===== config.mk =====
export PLATFORM = sky130hd
export DESIGN_NAME = linked_list_deque_manager
export DESIGN_NICKNAME = d
export VERILOG_FILES = /design/src/lldm_pkg.sv /design/src/lldm_ram.sv /design/src/linked_list_deque_manager.sv
export VERILOG_INCLUDE_DIRS = /design/src /design/src/src
export SDC_FILE = /design/constraint.sdc
export NUM_CORES = 1
export LEC_CHECK = 0
export BUFFER_PORTS_ARGS = -buffer_cell sky130_fd_sc_hd__buf_4
export CAP_MARGIN = 20
export CORE_MARGIN = 3
export CORE_UTILIZATION = 30
export CTS_CLUSTER_SIZE = 20
export DETAILED_ROUTE_END_ITERATION = 12
export GPL_ROUTABILITY_DRIVEN = 0
export GPL_TIMING_DRIVEN = 0
export PLACE_DENSITY_LB_ADDON = 0.3
export SLEW_MARGIN = 40
export SYNTH_ARGS = -nofsm -noshare
export SYNTH_HDL_FRONTEND = slang
export SYNTH_HIERARCHICAL = 1
export SYNTH_SLANG_ARGS = --single-unit

===== constraint.sdc =====
create_clock -name clk -period 12.7 [get_ports clk]
set_input_delay 0.635 -clock clk [delete_from_list [all_inputs] [get_ports clk]]
set_output_delay 0.635 -clock clk [all_outputs]
set_load 0.02 [all_outputs]

===== src/linked_list_deque_manager_defines.svh =====
// assertion macros for the linked list deque manager
`ifndef LINKED_LIST_DEQUE_MANAGER_DEFINES_SVH
`define LINKED_LIST_DEQUE_MANAGER_DEFINES_SVH

// same-cycle implication, sampled on clk, off during rst
`define LLDM_CHECK(label, pre, post, msg) \
  label: assert property (@(posedge clk) disable iff (rst) (pre) |-> (post)) \
    else $error(msg);

// next-cycle implication, sampled on clk, off during rst
`define LLDM_CHECK_NEXT(label, pre, post, msg) \
  label: assert property (@(posedge clk) disable iff (rst) (pre) |=> (post)) \
    else $error(msg);

`endif


===== src/lldm_pkg.sv =====
// shared constants, types and helpers for the linked list deque manager
`timescale 1ns / 1ps

package lldm_pkg;

  localparam int NODES   = 64;
  localparam int IDX_W   = $clog2(NODES);
  localparam int LINK_W  = $clog2(NODES + 1);
  localparam int COUNT_W = 7;

  typedef logic [LINK_W-1:0] ptr_t;

  localparam ptr_t NONE_PTR = ptr_t'(NODES);
  localparam ptr_t STEP_MAX = ptr_t'(NODES);
  localparam logic [COUNT_W-1:0] COUNT_MAX = 7'd127;

  typedef enum logic [2:0] {
    OP_CLEAR     = 3'd0,
    OP_PUSH_HEAD = 3'd1,
    OP_PUSH_TAIL = 3'd2,
    OP_POP_HEAD  = 3'd3,
    OP_POP_TAIL  = 3'd4,
    OP_REMOVE    = 3'd5
  } op_t;

  typedef enum logic [1:0] {
    STAT_OK       = 2'd0,
    STAT_EMPTY    = 2'd1,
    STAT_NOTFOUND = 2'd2
  } status_t;

  // link values past the end read as none
  function automatic ptr_t link_fix(input ptr_t v);
    return (v > NONE_PTR) ? NONE_PTR : v;
  endfunction

endpackage


===== src/lldm_ram.sv =====
// generic single write port, single read port ram with registered read
`timescale 1ns / 1ps

module lldm_ram #(
  parameter int DEPTH = 64,
  parameter int WIDTH = 7
) (
  input  logic                     clk,
  input  logic                     we,
  input  logic [$clog2(DEPTH)-1:0] waddr,
  input  logic [WIDTH-1:0]         wdata,
  input  logic [$clog2(DEPTH)-1:0] raddr,
  output logic [WIDTH-1:0]         rdata
);

  logic [WIDTH-1:0] mem [DEPTH];

  always_ff @(posedge clk) begin
    if (we) begin
      mem[waddr] <= wdata;
    end
  end

  always_ff @(posedge clk) begin
    rdata <= mem[raddr];
  end

endmodule


===== src/linked_list_deque_manager.sv =====
// top level of the linked list deque manager: doubly linked list over a node pool
// one beat in at a time; clear and ignored ops end in idle, push in the push state,
// pop in pop then clear states; remove walks from the head via check and step states,
// at most NODES steps with one next-link ram read each, then remove and clear states;
// a result waits in the output register and the next op starts only after it is loaded
// synchronous reset empties the list; link rams are not cleared
`timescale 1ns / 1ps

`include "linked_list_deque_manager_defines.svh"

module linked_list_deque_manager (
  input  logic        clk,
  input  logic        rst,
  input  logic        s_tvalid,
  output logic        s_tready,
  input  logic [15:0] s_tdata,   // op[2:0], node_index[8:3], zero[15:9]
  output logic        m_tvalid,
  input  logic        m_tready,
  output logic [15:0] m_tdata    // popped_node[5:0], status[7:6], node_count[14:8], is_empty[15]
);

  typedef enum logic [7:0] {
    ST_IDLE  = 8'b00000001,
    ST_PUSH  = 8'b00000010,
    ST_POP   = 8'b00000100,
    ST_WCHK  = 8'b00001000,
    ST_WSTEP = 8'b00010000,
    ST_RMV   = 8'b00100000,
    ST_CLRC  = 8'b01000000,
    ST_FIN   = 8'b10000000
  } state_t;

  state_t state, state_next;

  lldm_pkg::ptr_t head, head_next;
  lldm_pkg::ptr_t tail, tail_next;
  lldm_pkg::ptr_t cur, cur_next;
  lldm_pkg::ptr_t steps, steps_next;
  lldm_pkg::ptr_t node_r, node_r_next;
  logic           node_ok, node_ok_next;
  lldm_pkg::op_t  op_r, op_r_next;
  logic [lldm_pkg::COUNT_W-1:0] count, count_next;
  logic [5:0]        popped, popped_next;
  lldm_pkg::status_t status_r, status_next;

  logic [5:0]                   out_popped;
  lldm_pkg::status_t            out_status;
  logic [lldm_pkg::COUNT_W-1:0] out_count;
  logic                         out_empty;
  logic                         m_tvalid_next;
  logic                         out_load;
  logic                         out_free;
  logic                         finish;
  logic                         count_up;
  logic                         count_down;

  lldm_pkg::op_t  in_op;
  logic [5:0]     in_node;
  logic           in_ok;
  lldm_pkg::ptr_t in_ptr;

  logic                       nx_we, pv_we;
  logic [lldm_pkg::IDX_W-1:0] nx_waddr, pv_waddr, nx_raddr, pv_raddr;
  lldm_pkg::ptr_t             nx_wdata, pv_wdata, nx_rdata, pv_rdata;
  lldm_pkg::ptr_t             nx_link, pv_link;

  lldm_ram #(.DEPTH(lldm_pkg::NODES), .WIDTH(lldm_pkg::LINK_W)) u_next_ram (
    .clk   (clk),
    .we    (nx_we),
    .waddr (nx_waddr),
    .wdata (nx_wdata),
    .raddr (nx_raddr),
    .rdata (nx_rdata)
  );

  lldm_ram #(.DEPTH(lldm_pkg::NODES), .WIDTH(lldm_pkg::LINK_W)) u_prev_ram (
    .clk   (clk),
    .we    (pv_we),
    .waddr (pv_waddr),
    .wdata (pv_wdata),
    .raddr (pv_raddr),
    .rdata (pv_rdata)
  );

  assign in_op    = lldm_pkg::op_t'(s_tdata[2:0]);
  assign in_node  = s_tdata[8:3];
  assign in_ok    = (32'(in_node) < lldm_pkg::NODES);
  assign in_ptr   = lldm_pkg::ptr_t'(in_node);
  assign s_tready = (state == ST_IDLE);
  assign out_free = !m_tvalid || m_tready;
  assign nx_link  = lldm_pkg::link_fix(nx_rdata);
  assign pv_link  = lldm_pkg::link_fix(pv_rdata);

  // idle reads the ends of the list, the other states read the current node
  assign nx_raddr = (state == ST_IDLE) ? head[lldm_pkg::IDX_W-1:0] : cur[lldm_pkg::IDX_W-1:0];
  assign pv_raddr = (state == ST_IDLE) ? tail[lldm_pkg::IDX_W-1:0] : cur[lldm_pkg::IDX_W-1:0];

  always_comb begin
    state_next   = state;
    head_next    = head;
    tail_next    = tail;
    cur_next     = cur;
    steps_next   = steps;
    node_r_next  = node_r;
    node_ok_next = node_ok;
    op_r_next    = op_r;
    popped_next  = popped;
    status_next  = status_r;
    finish       = 1'b0;
    count_up     = 1'b0;
    count_down   = 1'b0;
    nx_we        = 1'b0;
    nx_waddr     = cur[lldm_pkg::IDX_W-1:0];
    nx_wdata     = lldm_pkg::NONE_PTR;
    pv_we        = 1'b0;
    pv_waddr     = cur[lldm_pkg::IDX_W-1:0];
    pv_wdata     = lldm_pkg::NONE_PTR;

    unique case (state)
      ST_IDLE: begin
        if (s_tvalid) begin
          op_r_next    = in_op;
          node_r_next  = in_ptr;
          node_ok_next = in_ok;
          popped_next  = 6'd0;
          status_next  = lldm_pkg::STAT_OK;
          unique case (in_op)
            lldm_pkg::OP_CLEAR: begin
              head_next = lldm_pkg::NONE_PTR;
              tail_next = lldm_pkg::NONE_PTR;
              finish    = 1'b1;
            end
            lldm_pkg::OP_PUSH_HEAD: begin
              if (in_ok) begin
                nx_we      = 1'b1;
                nx_waddr   = in_ptr[lldm_pkg::IDX_W-1:0];
                nx_wdata   = head;
                pv_we      = 1'b1;
                pv_waddr   = in_ptr[lldm_pkg::IDX_W-1:0];
                state_next = ST_PUSH;
              end else begin
                finish = 1'b1;
              end
            end
            lldm_pkg::OP_PUSH_TAIL: begin
              if (in_ok) begin
                pv_we      = 1'b1;
                pv_waddr   = in_ptr[lldm_pkg::IDX_W-1:0];
                pv_wdata   = tail;
                nx_we      = 1'b1;
                nx_waddr   = in_ptr[lldm_pkg::IDX_W-1:0];
                state_next = ST_PUSH;
              end else begin
                finish = 1'b1;
              end
            end
            lldm_pkg::OP_POP_HEAD: begin
              if (head == lldm_pkg::NONE_PTR) begin
                status_next = lldm_pkg::STAT_EMPTY;
                finish      = 1'b1;
              end else begin
                cur_next   = head;
                state_next = ST_POP;
              end
            end
            lldm_pkg::OP_POP_TAIL: begin
              if (tail == lldm_pkg::NONE_PTR) begin
                status_next = lldm_pkg::STAT_EMPTY;
                finish      = 1'b1;
              end else begin
                cur_next   = tail;
                state_next = ST_POP;
              end
            end
            lldm_pkg::OP_REMOVE: begin
              cur_next   = head;
              steps_next = '0;
              state_next = ST_WCHK;
            end
            default: begin
              finish = 1'b1;
            end
          endcase
        end
      end

      ST_PUSH: begin
        count_up = 1'b1;
        finish   = 1'b1;
        if (op_r == lldm_pkg::OP_PUSH_HEAD) begin
          if (head != lldm_pkg::NONE_PTR) begin
            pv_we    = 1'b1;
            pv_waddr = head[lldm_pkg::IDX_W-1:0];
            pv_wdata = node_r;
          end else begin
            tail_next = node_r;
          end
          head_next = node_r;
        end else begin
          if (tail != lldm_pkg::NONE_PTR) begin
            nx_we    = 1'b1;
            nx_waddr = tail[lldm_pkg::IDX_W-1:0];
            nx_wdata = node_r;
          end else begin
            head_next = node_r;
          end
          tail_next = node_r;
        end
      end

      ST_POP: begin
        popped_next = 6'(cur);
        state_next  = ST_CLRC;
        if (op_r == lldm_pkg::OP_POP_HEAD) begin
          head_next = nx_link;
          if (nx_link == lldm_pkg::NONE_PTR) begin
            tail_next = lldm_pkg::NONE_PTR;
          end else begin
            pv_we    = 1'b1;
            pv_waddr = nx_link[lldm_pkg::IDX_W-1:0];
          end
          nx_we = 1'b1;
        end else begin
          tail_next = pv_link;
          if (pv_link == lldm_pkg::NONE_PTR) begin
            head_next = lldm_pkg::NONE_PTR;
          end else begin
            nx_we    = 1'b1;
            nx_waddr = pv_link[lldm_pkg::IDX_W-1:0];
          end
          pv_we = 1'b1;
        end
      end

      ST_WCHK: begin
        if (cur == lldm_pkg::NONE_PTR) begin
          status_next = lldm_pkg::STAT_NOTFOUND;
          finish      = 1'b1;
        end else if (node_ok && (cur == node_r)) begin
          state_next = ST_RMV;
        end else if (steps == lldm_pkg::STEP_MAX) begin
          status_next = lldm_pkg::STAT_NOTFOUND;
          finish      = 1'b1;
        end else begin
          state_next = ST_WSTEP;
        end
      end

      ST_WSTEP: begin
        cur_next   = nx_link;
        steps_next = steps + 1'b1;
        state_next = ST_WCHK;
      end

      ST_RMV: begin
        state_next = ST_CLRC;
        if (pv_link != lldm_pkg::NONE_PTR) begin
          nx_we    = 1'b1;
          nx_waddr = pv_link[lldm_pkg::IDX_W-1:0];
          nx_wdata = nx_link;
        end else begin
          head_next = nx_link;
        end
        if (nx_link != lldm_pkg::NONE_PTR) begin
          pv_we    = 1'b1;
          pv_waddr = nx_link[lldm_pkg::IDX_W-1:0];
          pv_wdata = pv_link;
        end else begin
          tail_next = pv_link;
        end
      end

      ST_CLRC: begin
        nx_we      = 1'b1;
        pv_we      = 1'b1;
        count_down = 1'b1;
        finish     = 1'b1;
      end

      ST_FIN: begin
        finish = 1'b1;
      end

      default: begin
        state_next = ST_IDLE;
      end
    endcase

    count_next = count;
    if ((state == ST_IDLE) && s_tvalid && (in_op == lldm_pkg::OP_CLEAR)) begin
      count_next = '0;
    end else if (count_up && (count < lldm_pkg::COUNT_MAX)) begin
      count_next = count + 1'b1;
    end else if (count_down && (count != '0)) begin
      count_next = count - 1'b1;
    end

    out_load = 1'b0;
    if (finish) begin
      if (out_free) begin
        out_load   = 1'b1;
        state_next = ST_IDLE;
      end else begin
        state_next = ST_FIN;
      end
    end

    m_tvalid_next = m_tvalid && !m_tready;
    if (out_load) begin
      m_tvalid_next = 1'b1;
    end
  end

  always_ff @(posedge clk) begin
    if (rst) begin
      state    <= ST_IDLE;
      head     <= lldm_pkg::NONE_PTR;
      tail     <= lldm_pkg::NONE_PTR;
      count    <= '0;
      m_tvalid <= 1'b0;
    end else begin
      state    <= state_next;
      head     <= head_next;
      tail     <= tail_next;
      count    <= count_next;
      m_tvalid <= m_tvalid_next;
    end
  end

  always_ff @(posedge clk) begin
    cur      <= cur_next;
    steps    <= steps_next;
    node_r   <= node_r_next;
    node_ok  <= node_ok_next;
    op_r     <= op_r_next;
    popped   <= popped_next;
    status_r <= status_next;
    if (out_load) begin
      out_popped <= popped_next;
      out_status <= status_next;
      out_count  <= count_next;
      out_empty  <= (count_next == '0);
    end
  end

  assign m_tdata = {out_empty, out_count, out_status, out_popped};

  `LLDM_CHECK(a_empty_flag, m_tvalid, out_empty == (out_count == '0), "empty flag disagrees with count")
  `LLDM_CHECK(a_popped_ok, m_tvalid && (out_status != lldm_pkg::STAT_OK), out_popped == 6'd0, "node reported on failed op")
  `LLDM_CHECK(a_walk_bound, state == ST_WCHK, steps <= lldm_pkg::STEP_MAX, "remove walk ran past the pool size")
  `LLDM_CHECK_NEXT(a_push_count, state == ST_PUSH, count != '0, "count zero after push")

endmodule

==> flow_metrics.tcl <==
set metrics [dict create \
    max_slew.worst_pin.slew_ps 894 \
    hp-class "primary input to flop" \
    globalRouteMet2Util 0.243 \
    netlist_area_sq_um 39900 \
    hold_end "op_r[2]" \
    busiest_layer "met2" \
    seq_power_share 0.413 \
    dp_cells 4008 \
    synth_top_area_cell "edfxtp_1" \
    use_met3 0.0305 \
    cts.hold.buffers_added 0 \
    drc 0 \
    dr_total_vias 22000 \
    worstPathCellList "clkbuf_1 > nor4_2 > nand2_1 > nor3b_1 > nand2_1 > o21ai_0 > a221o_1 > clkbuf_1 > or3b_2 > or2_1 > clkbuf_1 > nor2_1" \
    tns_ps 0 \
    grt_pass1_wl_mm 154 \
    power.density_nw_per_um2 197 \
    start_kind "flop" \
    crit_top_cell "clkbuf_1" \
    cts_tree "built" \
    fin_nets 2382 \
    rsz0062_at_grt "no" \
    fin_skew_ps 31.9 \
    switching_share 0.322 \
    cp.required_ps 12990 \
    relSlewSlack 0.404 \
    grt_use_total 0.151 \
    async_flop_share 0 \
    path_class "flop to flop" \
    stdcell_count 4193 \
    synthFlopType "edfxtp_1" \
    path_buf_inv 3 \
    period_needed_ps 5250 \
    initial_core_util 0.303 \
    antenna_found_initial 2 \
    seq_area_frac_synth 0.730 \
    cp_top_family "simple AND/OR/NAND/NOR gates" \
    dieArea_sq_um 137000 \
    hold_depth 1 \
    rows 133 \
    slew_viol_final 0 \
    core_area_sq_um 132000 \
    cap_violations 0 \
    synth_cells 2198 \
    endpoint_kind "flop" \
    combPwrFrac 0.271 \
    clockBufferDepth 3 \
    cts_max_level 3 \
    max_stage_delay_ps 680 \
    total_power_uw 9100 \
    max_freq_mhz 190 \
    ys_types 74 \
    r2r_start "state[0]" \
    cp_slowest_cell "nor2_1" \
    rr_endpoint "u_next_ram/mem[60][0]" \
    gr-usage-met1 0.207 \
    fillers 12300 \
    p_leak_uw 0.0147 \
    path_max_fanout 10 \
    die-height_um 371 \
    yosysWarningCount 6 \
    synthesis.nets 2223 \
    clock_sinks 987 \
    io_pins 38 \
    critPathArrivalTime_ps 5540 \
    p_sw_uw 2930 \
    overflow 0 \
    clkSlewWorstSetupHoldPaths_ps 60 \
    io_buffers 30 \
    setup_viol 0 \
    cts_setup_buffers 0 \
    cts_root_buf "clkbuf_16" \
    area_growth_pct 15.6 \
    ctsResizeCount 0 \
    outcome "finished clean" \
    numCtsBuffers 102 \
    num_antenna_cells 0 \
    period_share 0.413 \
    hpwl_mm 72.8 \
    clock_latency_ps 670 \
    reg2reg_slack_ps 7450 \
    ys_ff_latch 987 \
    hold_viol_final 0 \
    syn_avg_cell_area_sq_um 18.1 \
    wl_mm 105 \
    intPower_uw 6170 \
    grt_max_degree 49 \
    synth_top_area_share 0.704 \
    layout-drive-gt1-share 0.224 \
    synth_edf_count 935 \
    grt_pass1_vias 22100 \
    dr.pass1.iters 8 \
    ir_drop_mv 0.122 \
    rr_worst_depth 12 \
    hold_start "s_tdata[2]" \
    yosys-top-cells-area "edfxtp_1 (70%), mux4_2 (13%), dfxtp_1 (2.6%)" \
    vias_per_cell 5.24 \
    die_w_um 371 \
    ant_nets 0 \
    p_clk_frac 0.316 \
    wl_per_cell_um 25.1 \
    drtIter0Drc 2290 \
]
-- cell type report --
cell class / count / area, sq um / area share
clock buffers: 124 / 2650 / 0.0574
repair buffers: 55 / 581 / 0.0126
clock inverters: 61 / 556 / 0.0121
multi-input cells: 1066 / 10300 / 0.223
inverters: 19 / 71.3 / 0.00155
plain buffers: 126 / 656 / 0.0142
flip-flops and latches: 987 / 29100 / 0.632
well taps: 1755 / 2200 / 0.0476
-- cell families after synthesis --
kind of cell             after synthesis  share of synthesized area
multiplexers                         274                      0.139
buffers and inverters                145                     0.0180
flip-flops                           987                      0.730
XOR/XNOR                              17                    0.00373
AO/OA/AOI/OAI                        233                     0.0412
adder cells (fa/ha/maj)                5                    0.00157
AND/OR/NAND/NOR                      537                     0.0663
-- registers in the layout (all words and copies together) (netlist names), 7 cells and up --
register,flops
out_count,7
cur,7
tail,7
state,8
u_next_ram/rdata,7
count,7
head,7
u_prev_ram/rdata,7
u_next_ram/mem,448
steps,7
u_prev_ram/mem,448
-- metal layers --
layer,share of wire,vias up
met5,0,-
met4,0.032,0
met3,0.079,227
met2,0.47,1048
met1,0.42,11500
li1,-,9254
-- worst max-delay path by stage --
stage               startpoint                    end  cells past startpoint
floorplan             state[0]   u_next_ram/mem[0][2]                      5
global placement      state[0]  u_next_ram/mem[28][2]                      5
detailed placement    state[0]  u_next_ram/mem[52][1]                     12
CTS                   state[0]  u_next_ram/mem[52][2]                     12
global route          state[0]  u_next_ram/mem[60][0]                     12
finish                state[0]  u_next_ram/mem[60][0]                     12
-- through the flow --
step                      hold slack, ps  area (sq um)   util  worst slack [ps]
after floorplan                      419         39900      -              7790
after global placement               438         42300  0.321              3330
after detailed placement             463         42900  0.325              7640
after CTS                            105         46100  0.350              7570
after global routing                 122         46100  0.350              7260
final                                155         46100  0.350              7450
-- power by group through the flow --
stage	registers [uW]	clock network (uW)	logic [uW]
2_1_floorplan	3810	0	1490
3_3_place_gp	3840	0	2370
3_5_place_dp	3820	0	2430
4_1_cts	3760	2940	2440
5_1_grt	3770	3070	2580
6_report	3760	2870	2470
-- worst register-to-register path: stages, from the launching register on --
cell and delay (ps):
dfxtp_1 300, clkbuf_1 220, nor4_2 650, nand2_1 320, nor3b_1 640, nand2_1 210, o21ai_0 150, a221o_1 280
clkbuf_1 320, or3b_2 530, or2_1 230, clkbuf_1 330, nor2_1 680
-- cells in the final DEF, fill, tap and decap left out, types with 19 or more instances in the layout --
master and n:
nand3_1 36, nor2_1 201, o21ai_0 26, a21oi_1 34
mux4_2 224, a22oi_1 21, o22ai_1 32, nor3_1 19
dfxtp_1 52, nand2_1 106, buf_2 42, clkinv_2 21
clkinv_1 19, mux2i_1 44, buf_4 39, nor2b_1 19
clkbuf_16 102, edfxtp_1 935, clkbuf_1 84
-- cell usage after synthesis, drive strengths merged (3+ instances only) --
cell type / n
mux4: 224
or4: 3
or3: 11
o22ai: 32
and3: 6
nand3: 38
a41o: 3
a32o: 4
nor3b: 13
nand4b: 3
nor2: 211
buf: 57
or3b: 8
or4b: 5
a221o: 14
nand2: 108
a211oi: 9
dfxtp: 52
xor2: 10
nor2b: 19
inv: 18
a21o: 6
nand3b: 14
nor3: 25
clkbuf: 69
nand4: 16
nand2b: 15
ha: 5
o21ai: 40
nor4: 14
or2: 10
xnor2: 7
a22oi: 21
a21oi: 34
a311oi: 10
edfxtp: 935
and2: 4
o31ai: 17
a22o: 8
nor4b: 5
mux2: 6
a221oi: 3
o221ai: 15
and3b: 7
mux2i: 44
No activity file was read; power rests on OpenSTA's default activity.
